$ cat src/hw/rtl/isa_pkg.sv
package isa_pkg;

  // List capacity and field widths
  localparam int MAX_ITEMS = 64;
  localparam int DATA_W    = 32;
  localparam int CNT_W     = $clog2(MAX_ITEMS + 1);

  // Per-cycle command shared by all cells of the chain
  typedef struct packed {
    logic ins;       // insert the broadcast value this cycle
    logic shift_dn;  // drain: every cell takes its upper neighbor's value
  } cell_ctl_t;

endpackage

$ cat src/hw/rtl/isa_cell.sv
module isa_cell (
  input  logic                             clk,
  input  isa_pkg::cell_ctl_t               ctl,
  input  logic                             occ,
  input  logic signed [isa_pkg::DATA_W-1:0] new_val,
  input  logic signed [isa_pkg::DATA_W-1:0] lo_val,
  input  logic                             lo_gt,
  input  logic signed [isa_pkg::DATA_W-1:0] hi_val,
  output logic signed [isa_pkg::DATA_W-1:0] val,
  output logic                             gt
);
  import isa_pkg::*;

  logic signed [DATA_W-1:0] val_r;
  logic signed [DATA_W-1:0] val_nxt;

  // Empty slots count as greater than anything, so insertion fills upward
  assign gt  = !occ || (val_r > new_val);
  assign val = val_r;

  // Greater entries move up one slot; the first greater slot takes the new value
  always_comb begin
    val_nxt = val_r;
    if (ctl.shift_dn) begin
      val_nxt = hi_val;
    end else if (ctl.ins && gt) begin
      val_nxt = lo_gt ? lo_val : new_val;
    end
  end

  always_ff @(posedge clk) begin
    val_r <= val_nxt;
  end

endmodule

$ cat config.mk
export PLATFORM = sky130hd
export DESIGN_NAME = isa_cell
export DESIGN_NICKNAME = d
export VERILOG_FILES = /design/src/hw/rtl/isa_pkg.sv /design/src/hw/rtl/isa_cell.sv
export SDC_FILE = /design/constraint.sdc
export NUM_CORES = 1
export LEC_CHECK = 0
export BUFFER_PORTS_ARGS = -buffer_cell sky130_fd_sc_hd__buf_2
export CORE_AREA = 2 2 71 80
export DETAILED_ROUTE_END_ITERATION = 7
export DIE_AREA = 0 0 73 82
export PLACE_DENSITY_LB_ADDON = 0.08
export SYNTH_ARGS = -nofsm -noshare
export SYNTH_HDL_FRONTEND = slang
export SYNTH_SLANG_ARGS = --single-unit
$ cat constraint.sdc
create_clock -name clk -period 5 [get_ports clk]
set_input_delay 0.25 -clock clk [delete_from_list [all_inputs] [get_ports clk]]
set_output_delay 0.25 -clock clk [all_outputs]
set_load 0.02 [all_outputs]
==> results.md, run 1 <==
* IR drop worst, VDD at 0.000161 V
* CTS tree: yes
* DR WL/cell at 12.8 µm
* Total of max-cap violations at 0
* Nets at 522
* Total number of vias at 2275
* Remaining routing DRC violations at 0
* DR pass1 iterations at 4
* Power density over the cells at 248 mW/mm²
* WP data required at 4.90 ns
* YS warnings at 0
* Post-Layout Cell Count at 447
* Iter 0 DRT Violations at 53
* Final period utilization at 0.563
* Endpoints failing setup at 0
* Area occupied by multi-input gates at 0.00135 mm²
* Post-synthesis register bit count at 32
* Hpwl dp at 4480 µm
* R2R Path Start: val[15]
* Setup WS pre-CTS at 2.14 ns
* CTS root buffer: clkbuf_8
* Number of fill cells at 485
* Critical Path Fanout Max at 32
* Final Max Slew Viols at 0
* Placed Area at 0.00318 mm²
* Routed WL at 5710 µm
* Total Routing Usage GR at 0.199
* Sequential area share after synthesis at 0.388
* CTS Sinks at 32
* R2r setup slk at 2.19 ns
* Sequential Area at 961 µm²
* RSZ-0062 raised after global routing: false
* Clock-pin slew on the worst setup and hold paths at 0.06 ns
* Synth Instances at 260
* Library cells used by synthesis at 25
* R2r worst-path depth at 6
* Hold WC Path Type: input pin to register
* Post-cts sizing count at 0
* Core area at 0.00522 mm²
* Largest cells by area after synthesis: edfxtp_1, ha_1, mux2i_1, o21ai_0, nand2_1
* Number of diodes at 0
* Die Y at 82 µm
* Worst-case clock buffer depth at 2
* Hold-fix buffers at CTS at 0
* Placed Instances at 442
* Final GP Congestion at 0.745
* Post-route ant nets at 0
* PnR worst setup slack at 2.19 ns
* Core Rows at 28
* Vias in the first global route at 2204
* Clk_lat worst skew at 0.28 ns
* Die width at 73 µm
* Die Area at 0.00599 mm²
* Worst r2r dst: val[16]
* Synth top area share at 0.388
* Leading area contributor after synthesis: edfxtp_1
* Worst slew margin at 0.306
* Initial antenna violation count at 0
* Crit end category: register
* Crit path time final at 2.81 ns
* Vias/cell at 5.09
* WHS at 0.255 ns
* Final Hold Viols at 0
* Largest net degree at the start of global routing at 66
* Capture point of the worst path: val[16]
* Peak Freq at 355 MHz
* Ports at 134
* Avg Cell Area, Syn at 9.52 µm²
* Total grt overflow at 0
* Setup Fix Bufs, Post-CTS at 0
* # H-tree levels at 2
* Sum of negative setup slack at 0 ns
* Design Power at 0.805 mW
* Initial Utilization at 0.474
* Synth Cell Area at 0.00247 mm²
* Outcome: completed
* Port Buffers at 133
* Final Instance Area at 0.00325 mm²
* Layout cells sized above 1 at 0.370
* Worst Setup SP: val[15]
* Cts bufs inserted at 5
* CP Class: register to register
* Startpoint types: register
* Area Growth Syn to Fin at 31.3%
* Post-Syn Nets at 393
* CP Data Arrival Time at 2.71 ns
* Max reg flops at 32
* Setup Skew at 0.00411 ns
* Worst slew pin tran at 1.04 ns
* Leakage at 1.75 nW
* First-pass GRT wire length at 9290 µm
* Final Util at 0.623
## cells by family (layout without fill, tap and decap cells)
logic type               count (synthesis)  count (layout)  share of synthesized area
adder cells (fa/ha/maj)                 32              32                      0.162
flip-flops                              32              32                      0.388
AO/OA/AOI/OAI                           62              62                      0.142
multiplexers                            32              32                      0.129
AND/OR/NAND/NOR                         56              56                      0.107
buffers and inverters                   46             173                     0.0713
## per-layer routing
layer | GRT usage | part of all wire
met5 | 0 | 0
met4 | 0.0444 | 0.0091
met3 | 0.0577 | 0.068
met2 | 0.363 | 0.50
met1 | 0.228 | 0.42
## critical path, cell delays in order, from the launching register on
cell,delay [ns]
edfxtp_1,0.39
ha_1,0.34
nand4_2,0.14
nor4_2,0.33
a211oi_1,0.12
o211a_1,0.28
o21ai_4,0.83
## synth_stat cells
cell and count:
and4_1 1, o21ai_1 2, nand2_1 38, buf_2 3
nor2_1 2, o221ai_1 1, clkbuf_1 8, o21ai_0 35
nand4_2 1, mux2i_1 32, o31ai_1 1, nand2b_1 1
o211a_1 2, ha_1 32, nor4_2 2, a21oi_1 14
nand3_1 5, a2111oi_2 1, a211oi_1 2, edfxtp_1 32
inv_1 35, o21a_1 1, nand4_1 5, or2_1 1
a21o_1 3
## layout by cell type, fill, tap and decap left out, drive strengths merged
| cell type | netlist | final |
|---|---|---|
| or2 | 1 | 1 |
| o221ai | 1 | 1 |
| a211oi | 2 | 2 |
| clkbuf | 8 | 5 |
| nand3 | 5 | 5 |
| o211a | 2 | 2 |
| nor4 | 2 | 2 |
| buf | 3 | 133 |
| ha | 32 | 32 |
| and4 | 1 | 1 |
| inv | 35 | 35 |
| nand2b | 1 | 1 |
| nor2 | 2 | 2 |
| o31ai | 1 | 1 |
| a21oi | 14 | 14 |
| nand4 | 6 | 6 |
| edfxtp | 32 | 32 |
| nand2 | 38 | 38 |
| a2111oi | 1 | 1 |
| mux2i | 32 | 32 |
| o21ai | 37 | 37 |
| a21o | 3 | 3 |
| o21a | 1 | 1 |
## how the worst min path moves through the flow
stage               start      end  slack [ns]  cells past startpoint
6_report       hi_val[20]  val[20]        0.25                      3
5_1_grt        hi_val[20]  val[20]        0.25                      3
4_1_cts         hi_val[9]   val[9]        0.24                      3
3_5_place_dp   hi_val[21]  val[21]        0.54                      3
3_3_place_gp   hi_val[31]  val[31]        0.53                      3
2_1_floorplan  hi_val[29]  val[29]        0.44                      2
## final cells by class
type / count / area share
timing repair buffer: 133 / 0.205
tap: 60 / 0.0231
sequential: 32 / 0.296
inverter: 35 / 0.0404
clock buffer: 5 / 0.0212
multi-input combinational: 182 / 0.415
## power breakdown
part | internal (mW) | switching [mW]
Clock | 0.0896 | 0.0877
Sequential | 0.338 | 0.0156
Combinational | 0.114 | 0.159
Power figures use the tool's default switching activity.
==> inputs of run 2 (changes only) <==
- CORE_AREA: 2 2 71 80 -> 2 2 74 83
- DIE_AREA: 0 0 73 82 -> 0 0 76 85
- clock period: 5 -> 2.62 ns (I/O delays scaled with it)
==> results.md, run 2 (synthesis results as in run 1) <==
* Outcome: completed
* Remaining routing DRC violations at 0 (unchanged)
* Crit end category: output pin
* Worst r2r dst: val[16]
* Final Util at 0.592 (-0.0310)
* Layout cells sized above 1 at 0.378 (+0.00866)
* Number of stages on the worst setup path at 7 (+1)
* Routed WL at 5940 µm (+4.0%)
* CTS root buffer: clkbuf_8
* R2r setup slk at 0.32 ns (-1.87 ns)
* Area Growth Syn to Fin at 34.5%
* Core area at 0.00562 mm² (+7.7%)
* R2r worst-path depth at 7 (+1)
* Iter 0 DRT Violations at 59 (+11%)
* Clock-pin slew on the worst setup and hold paths at 0.06 ns (about the same)
* Worst slew pin tran at 0.554 ns (-0.482 ns)
* Power density over the cells at 471 mW/mm² (+90%)
* Worst slew margin at 0.630 (+0.324)
* Die Y at 85 µm (+3.7%)
* Final GP Congestion at 0.800 (+7.4%)
* Final Hold Viols at 0 (unchanged)
* IR drop worst, VDD at 0.000343 V (+110%)
* Setup Skew at 0.00545 ns (+0.00134 ns)
* Cts bufs inserted at 5 (unchanged)
* Total grt overflow at 0 (unchanged)
* CP Data Arrival Time at 2.21 ns (-0.50 ns)
* WP buf/inv at 1 (+1)
* DR pass1 iterations at 4 (unchanged)
* Final Max Slew Viols at 0 (unchanged)
* Total number of vias at 2306 (+1.4%)
* Total Routing Usage GR at 0.184 (-0.0150)
* Sum of negative setup slack at 0 ns (unchanged)
* Hpwl dp at 4870 µm (+8.8%)
* Endpoints failing setup at 0 (unchanged)
* CP Class: register to output pin
* Startpoint types: register
* Hold-fix buffers at CTS at 0 (unchanged)
* Worst-case clock buffer depth at 2 (unchanged)
* First-pass GRT wire length at 9610 µm (+3.5%)
* Number of fill cells at 547 (+13%)
* Port Buffers at 133 (unchanged)
* CTS Sinks at 32 (unchanged)
* Capture point of the worst path: gt
* CP max stage delay at 0.39 ns (-0.44 ns)
* Die Area at 0.00646 mm² (+7.9%)
* Total of max-cap violations at 0 (unchanged)
* CTS tree: yes
* Leakage at 1.78 nW (+1.9%)
* Ports at 134 (unchanged)
* Initial antenna violation count at 0 (unchanged)
* Number of diodes at 0 (unchanged)
* Critical Path Fanout Max at 3 (-91%)
* R2R Path Start: val[27]
* Hold WC Path Type: input pin to register
* Core Rows at 29 (+3.6%)
* Nets at 526 (+0.77%)
* WP data required at 2.49 ns (-2.41 ns)
* Vias in the first global route at 2238 (+1.5%)
* DR WL/cell at 12.6 µm (-1.3%)
* Vias/cell at 4.90 (-3.8%)
* Max reg flops at 32 (unchanged)
* Post-route ant nets at 0 (unchanged)
* Post-cts sizing count at 0 (unchanged)
* Largest net degree at the start of global routing at 35 (-47%)
* Crit-path slowest cell: edfxtp_1
* Worst Min Path Start: hi_val[25]
* Worst Setup SP: val[27]
* Die width at 76 µm (+4.1%)
* Final period utilization at 0.892
* Commonest non-fill, non-tap cells in the layout: buf_2, nand2_1, inv_1, o21ai_0
* Cell Chain, Critical Path: ha_1 -> nand4_1 -> nor4_2 -> nor2_1 -> o211a_1 -> o21ai_1 -> buf_2
* CP delay by family, top: simple AND/OR/NAND/NOR gates
* RSZ-0062 raised after global routing: false
* Most common cell after layout, fill and taps aside: buf_2
* Crit path time final at 2.34 ns
* Clk_lat worst skew at 0.28 ns (about the same)
* Peak Freq at 428 MHz
* # H-tree levels at 2 (unchanged)
* Initial Utilization at 0.440 (-0.0341)
* Setup Fix Bufs, Post-CTS at 0 (unchanged)
[run 2: cell types whose count changed in the layout (fill, tap and decap cells not counted)]
cell	delta
buf_4	+3
clkinv_2	+2
buf_12	+1
clkinv_1	+1
[run 2: through the flow]
step                hold slack (ns)  power (mW)  cells  setup slack [ns]  instance area (µm²)
finish                        0.128        1.57    471             0.284                 3330
global route                  0.131        1.68    471             0.107                 3330
CTS                           0.115        1.60    471             0.242                 3330
detailed placement            0.412        1.23    463             0.312                 3250
global placement              0.411        1.22    463             0.370                 3250
floorplan                     0.318        1.01    260           0.00405                 2490
[run 2: worst min-delay path by stage]
stage	slack, ns	cells past startpoint	endpoint
after detailed placement	0.41	3	val[23]
after floorplan	0.32	2	val[29]
after global placement	0.41	3	val[19]
after CTS	0.11	3	val[25]
final	0.13	3	val[25]
after global routing	0.13	3	val[13]
[run 2: where the power goes]
group	internal [mW]	switching [mW]	leakage, nW
Combinational	0.227	0.309	1.41
Clock	0.180	0.179	0.0453
Sequential	0.644	0.0303	0.332
Total	1.05	0.519	1.78
[run 2: worst register-to-register path: stages, from the launching register on]
cell	delay, ns
edfxtp_1	0.39
ha_1	0.33
nand4_1	0.15
nor4_2	0.39
nor2_1	0.09
o211a_1	0.26
o21ai_4	0.19
buf_12	0.20
[run 2: cell type report]
class | count | area [µm²] | area share
Clock inverter | 3 | 13.8 | 0.00414
Tap cell | 77 | 96.3 | 0.0289
Clock buffer | 5 | 68.8 | 0.0207
Inverter | 35 | 131 | 0.0395
Multi-Input combinational cell | 182 | 1350 | 0.405
Timing Repair Buffer | 137 | 708 | 0.213
Sequential cell | 32 | 961 | 0.289
[run 2: routing by layer]
metal | global-route usage | part of all wire | up-vias
li1 | - | - | 1201
met1 | 0.210 | 0.42 | 1023
met2 | 0.343 | 0.51 | 77
met3 | 0.0468 | 0.060 | 5
met4 | 0.0496 | 0.0081 | 0
met5 | 0 | 0 | -
==> inputs of run 3 (changes only) <==
- CORE_AREA: 2 2 74 83 -> 2 2 84 94
- DIE_AREA: 0 0 76 85 -> 0 0 86 96
==> results.md, run 3 (synthesis results as in run 1) <==
* RSZ-0062 raised after global routing: false
* Max reg flops at 32 (unchanged)
* Power density over the cells at 472 mW/mm² (+0.17%)
* Remaining routing DRC violations at 0 (unchanged)
* Most common cell after layout, fill and taps aside: buf_2
* Nets at 527 (+0.19%)
* Cell Chain, Critical Path: ha_1 -> nand4_2 -> nor4_2 -> a211oi_1 -> o211a_1 -> o21ai_1 -> buf_2
* Peak Freq at 419 MHz (-2.0%)
* IR drop worst, VDD at 0.000167 V (-51%)
* CP delay by family, top: compound AO/OA/AOI/OAI gates
* Commonest non-fill, non-tap cells in the layout: buf_2, nand2_1, inv_1, o21ai_0
* Final Max Slew Viols at 0 (unchanged)
* Worst-case clock buffer depth at 2 (unchanged)
* Number of diodes at 0 (unchanged)
* Crit path time final at 2.38 ns (+0.0488 ns)
* Outcome: completed
* Crit-path slowest cell: edfxtp_1
* Die Y at 96 µm (+13%)
* CP Class: register to output pin
* Placed Instances at 474 (+2.4%)
* CP Data Arrival Time at 2.25 ns (+0.04 ns)
* Clk_lat worst skew at 0.28 ns (about the same)
* Total number of vias at 2288 (-0.78%)
* Port Buffers at 133 (unchanged)
* Initial antenna violation count at 0 (unchanged)
* # H-tree levels at 2 (unchanged)
* Total of max-cap violations at 0 (unchanged)
* Vias/cell at 4.76 (-2.8%)
* CTS tree: yes
* Met3 Use GR at 0.0403 (-0.00650)
* Sum of negative setup slack at 0 ns (unchanged)
* Core area at 0.00731 mm² (+30%)
* GRT met2 Usage at 0.275 (-0.0673)
* First-pass GRT wire length at 10000 µm (+4.0%)
* Ports at 134 (unchanged)
* Post-Layout Cell Count at 481 (+2.1%)
* Leakage at 1.78 nW (-0.30%)
* Hold-fix buffers at CTS at 0 (unchanged)
* CTS root buffer: clkbuf_8
* Startpoint types: register
* Critical Path Fanout Max at 3 (unchanged)
* Hold WC Path Type: input pin to register
* Vias in the first global route at 2227 (-0.49%)
* CP max stage delay at 0.39 ns (about the same)
* Iter 0 DRT Violations at 71 (+20%)
* Cts bufs inserted at 5 (unchanged)
* Crit end category: output pin
* R2r setup slk at 0.25 ns (-0.07 ns)
* Core Rows at 33 (+14%)
* WP data required at 2.49 ns (about the same)
* Clock-pin slew on the worst setup and hold paths at 0.07 ns (about the same)
* Die width at 86 µm (+13%)
* Most Crowded Layer GR: met2
* Setup Skew at 0.0101 ns (+0.00466 ns)
* Layout cells sized above 1 at 0.378 (unchanged)
* Total Routing Usage GR at 0.155 (-0.0288)
* Largest net degree at the start of global routing at 37 (+5.7%)
* DR WL/cell at 13.5 µm (+6.8%)
* CTS Sinks at 32 (unchanged)
* Final GP Congestion at 0.714 (-11%)
* Final Util at 0.456 (-0.136)
* Initial Utilization at 0.339 (-0.101)
* Area Growth Syn to Fin at 34.6% (about the same)
* DR pass1 iterations at 4 (unchanged)
* Final Hold Viols at 0 (unchanged)
* Post-cts sizing count at 0 (unchanged)
* Routed WL at 6480 µm (+9.1%)
* WP buf/inv at 1 (unchanged)
* Setup Fix Bufs, Post-CTS at 0 (unchanged)
* Worst slew margin at 0.635 (+0.00432)
* Die Area at 0.00826 mm² (+28%)
* Global Route met1 Usage at 0.185 (-0.0250)
* Worst slew pin tran at 0.548 ns (-0.00648 ns)
* Post-route ant nets at 0 (unchanged)
* Design Power at 1.57 mW (+0.25%)
* Final period utilization at 0.910 (+0.0186)
* Hpwl dp at 5310 µm (+9.0%)
* Endpoints failing setup at 0 (unchanged)
* Total grt overflow at 0 (unchanged)
-- run 3: cell count changes in the layout (fill, tap and decap cells not counted) --
cell | before | now
buf_4 | 3 | 5
clkbuf_1 | 0 | 1
buf_12 | 1 | 0
clkinv_1 | 1 | 0
clkinv_2 | 2 | 1
-- run 3: path summary, 6_finish.rpt --
check,from,end,depth (start not counted)
setup reg to reg,val[14],val[3],7
hold reg to reg,val[31],val[6],5
hold / removal,hi_val[24],val[24],3
setup / recovery,val[14],gt,7
-- run 3: layer usage --
layer / part of all wire / wire length (µm)
met1: 0.43 / 2760
met2: 0.49 / 3200
met3: 0.069 / 449
met4: 0.011 / 72
met5: 0 / 0
-- run 3: through the flow --
stage	area [µm²]	hold slack [ns]	setup slack (ns)
floorplan	2490	0.318	0.00405
detailed placement	3250	0.421	0.257
CTS	3330	0.121	0.222
finish	3330	0.125	0.235
global placement	3250	0.415	0.327
global route	3330	0.132	0.0408
-- run 3: area by class of cell --
class / instances / area (µm²)
Inverter: 35 / 131
Clock buffer: 6 / 72.6
Fill cell: 741 / 3980
Multi-Input combinational cell: 182 / 1350
Clock inverter: 1 / 5.00
Timing Repair Buffer: 138 / 703
Sequential cell: 32 / 961
Tap cell: 87 / 109
-- run 3: worst register-to-register path, delay by kind of cell, from the launching register on --
kind                     cells  cell delay [ns]
buffers and inverters        1             0.24
flip-flops                   1             0.39
AND/OR/NAND/NOR              2             0.51
adder cells (fa/ha/maj)      1             0.33
AO/OA/AOI/OAI                3             0.58
-- run 3: power breakdown --
group          total, mW  internal (mW)  switching (mW)
registers          0.676          0.644          0.0319
logic              0.535          0.225           0.310
clock network      0.362          0.181           0.181
total               1.57           1.05           0.524
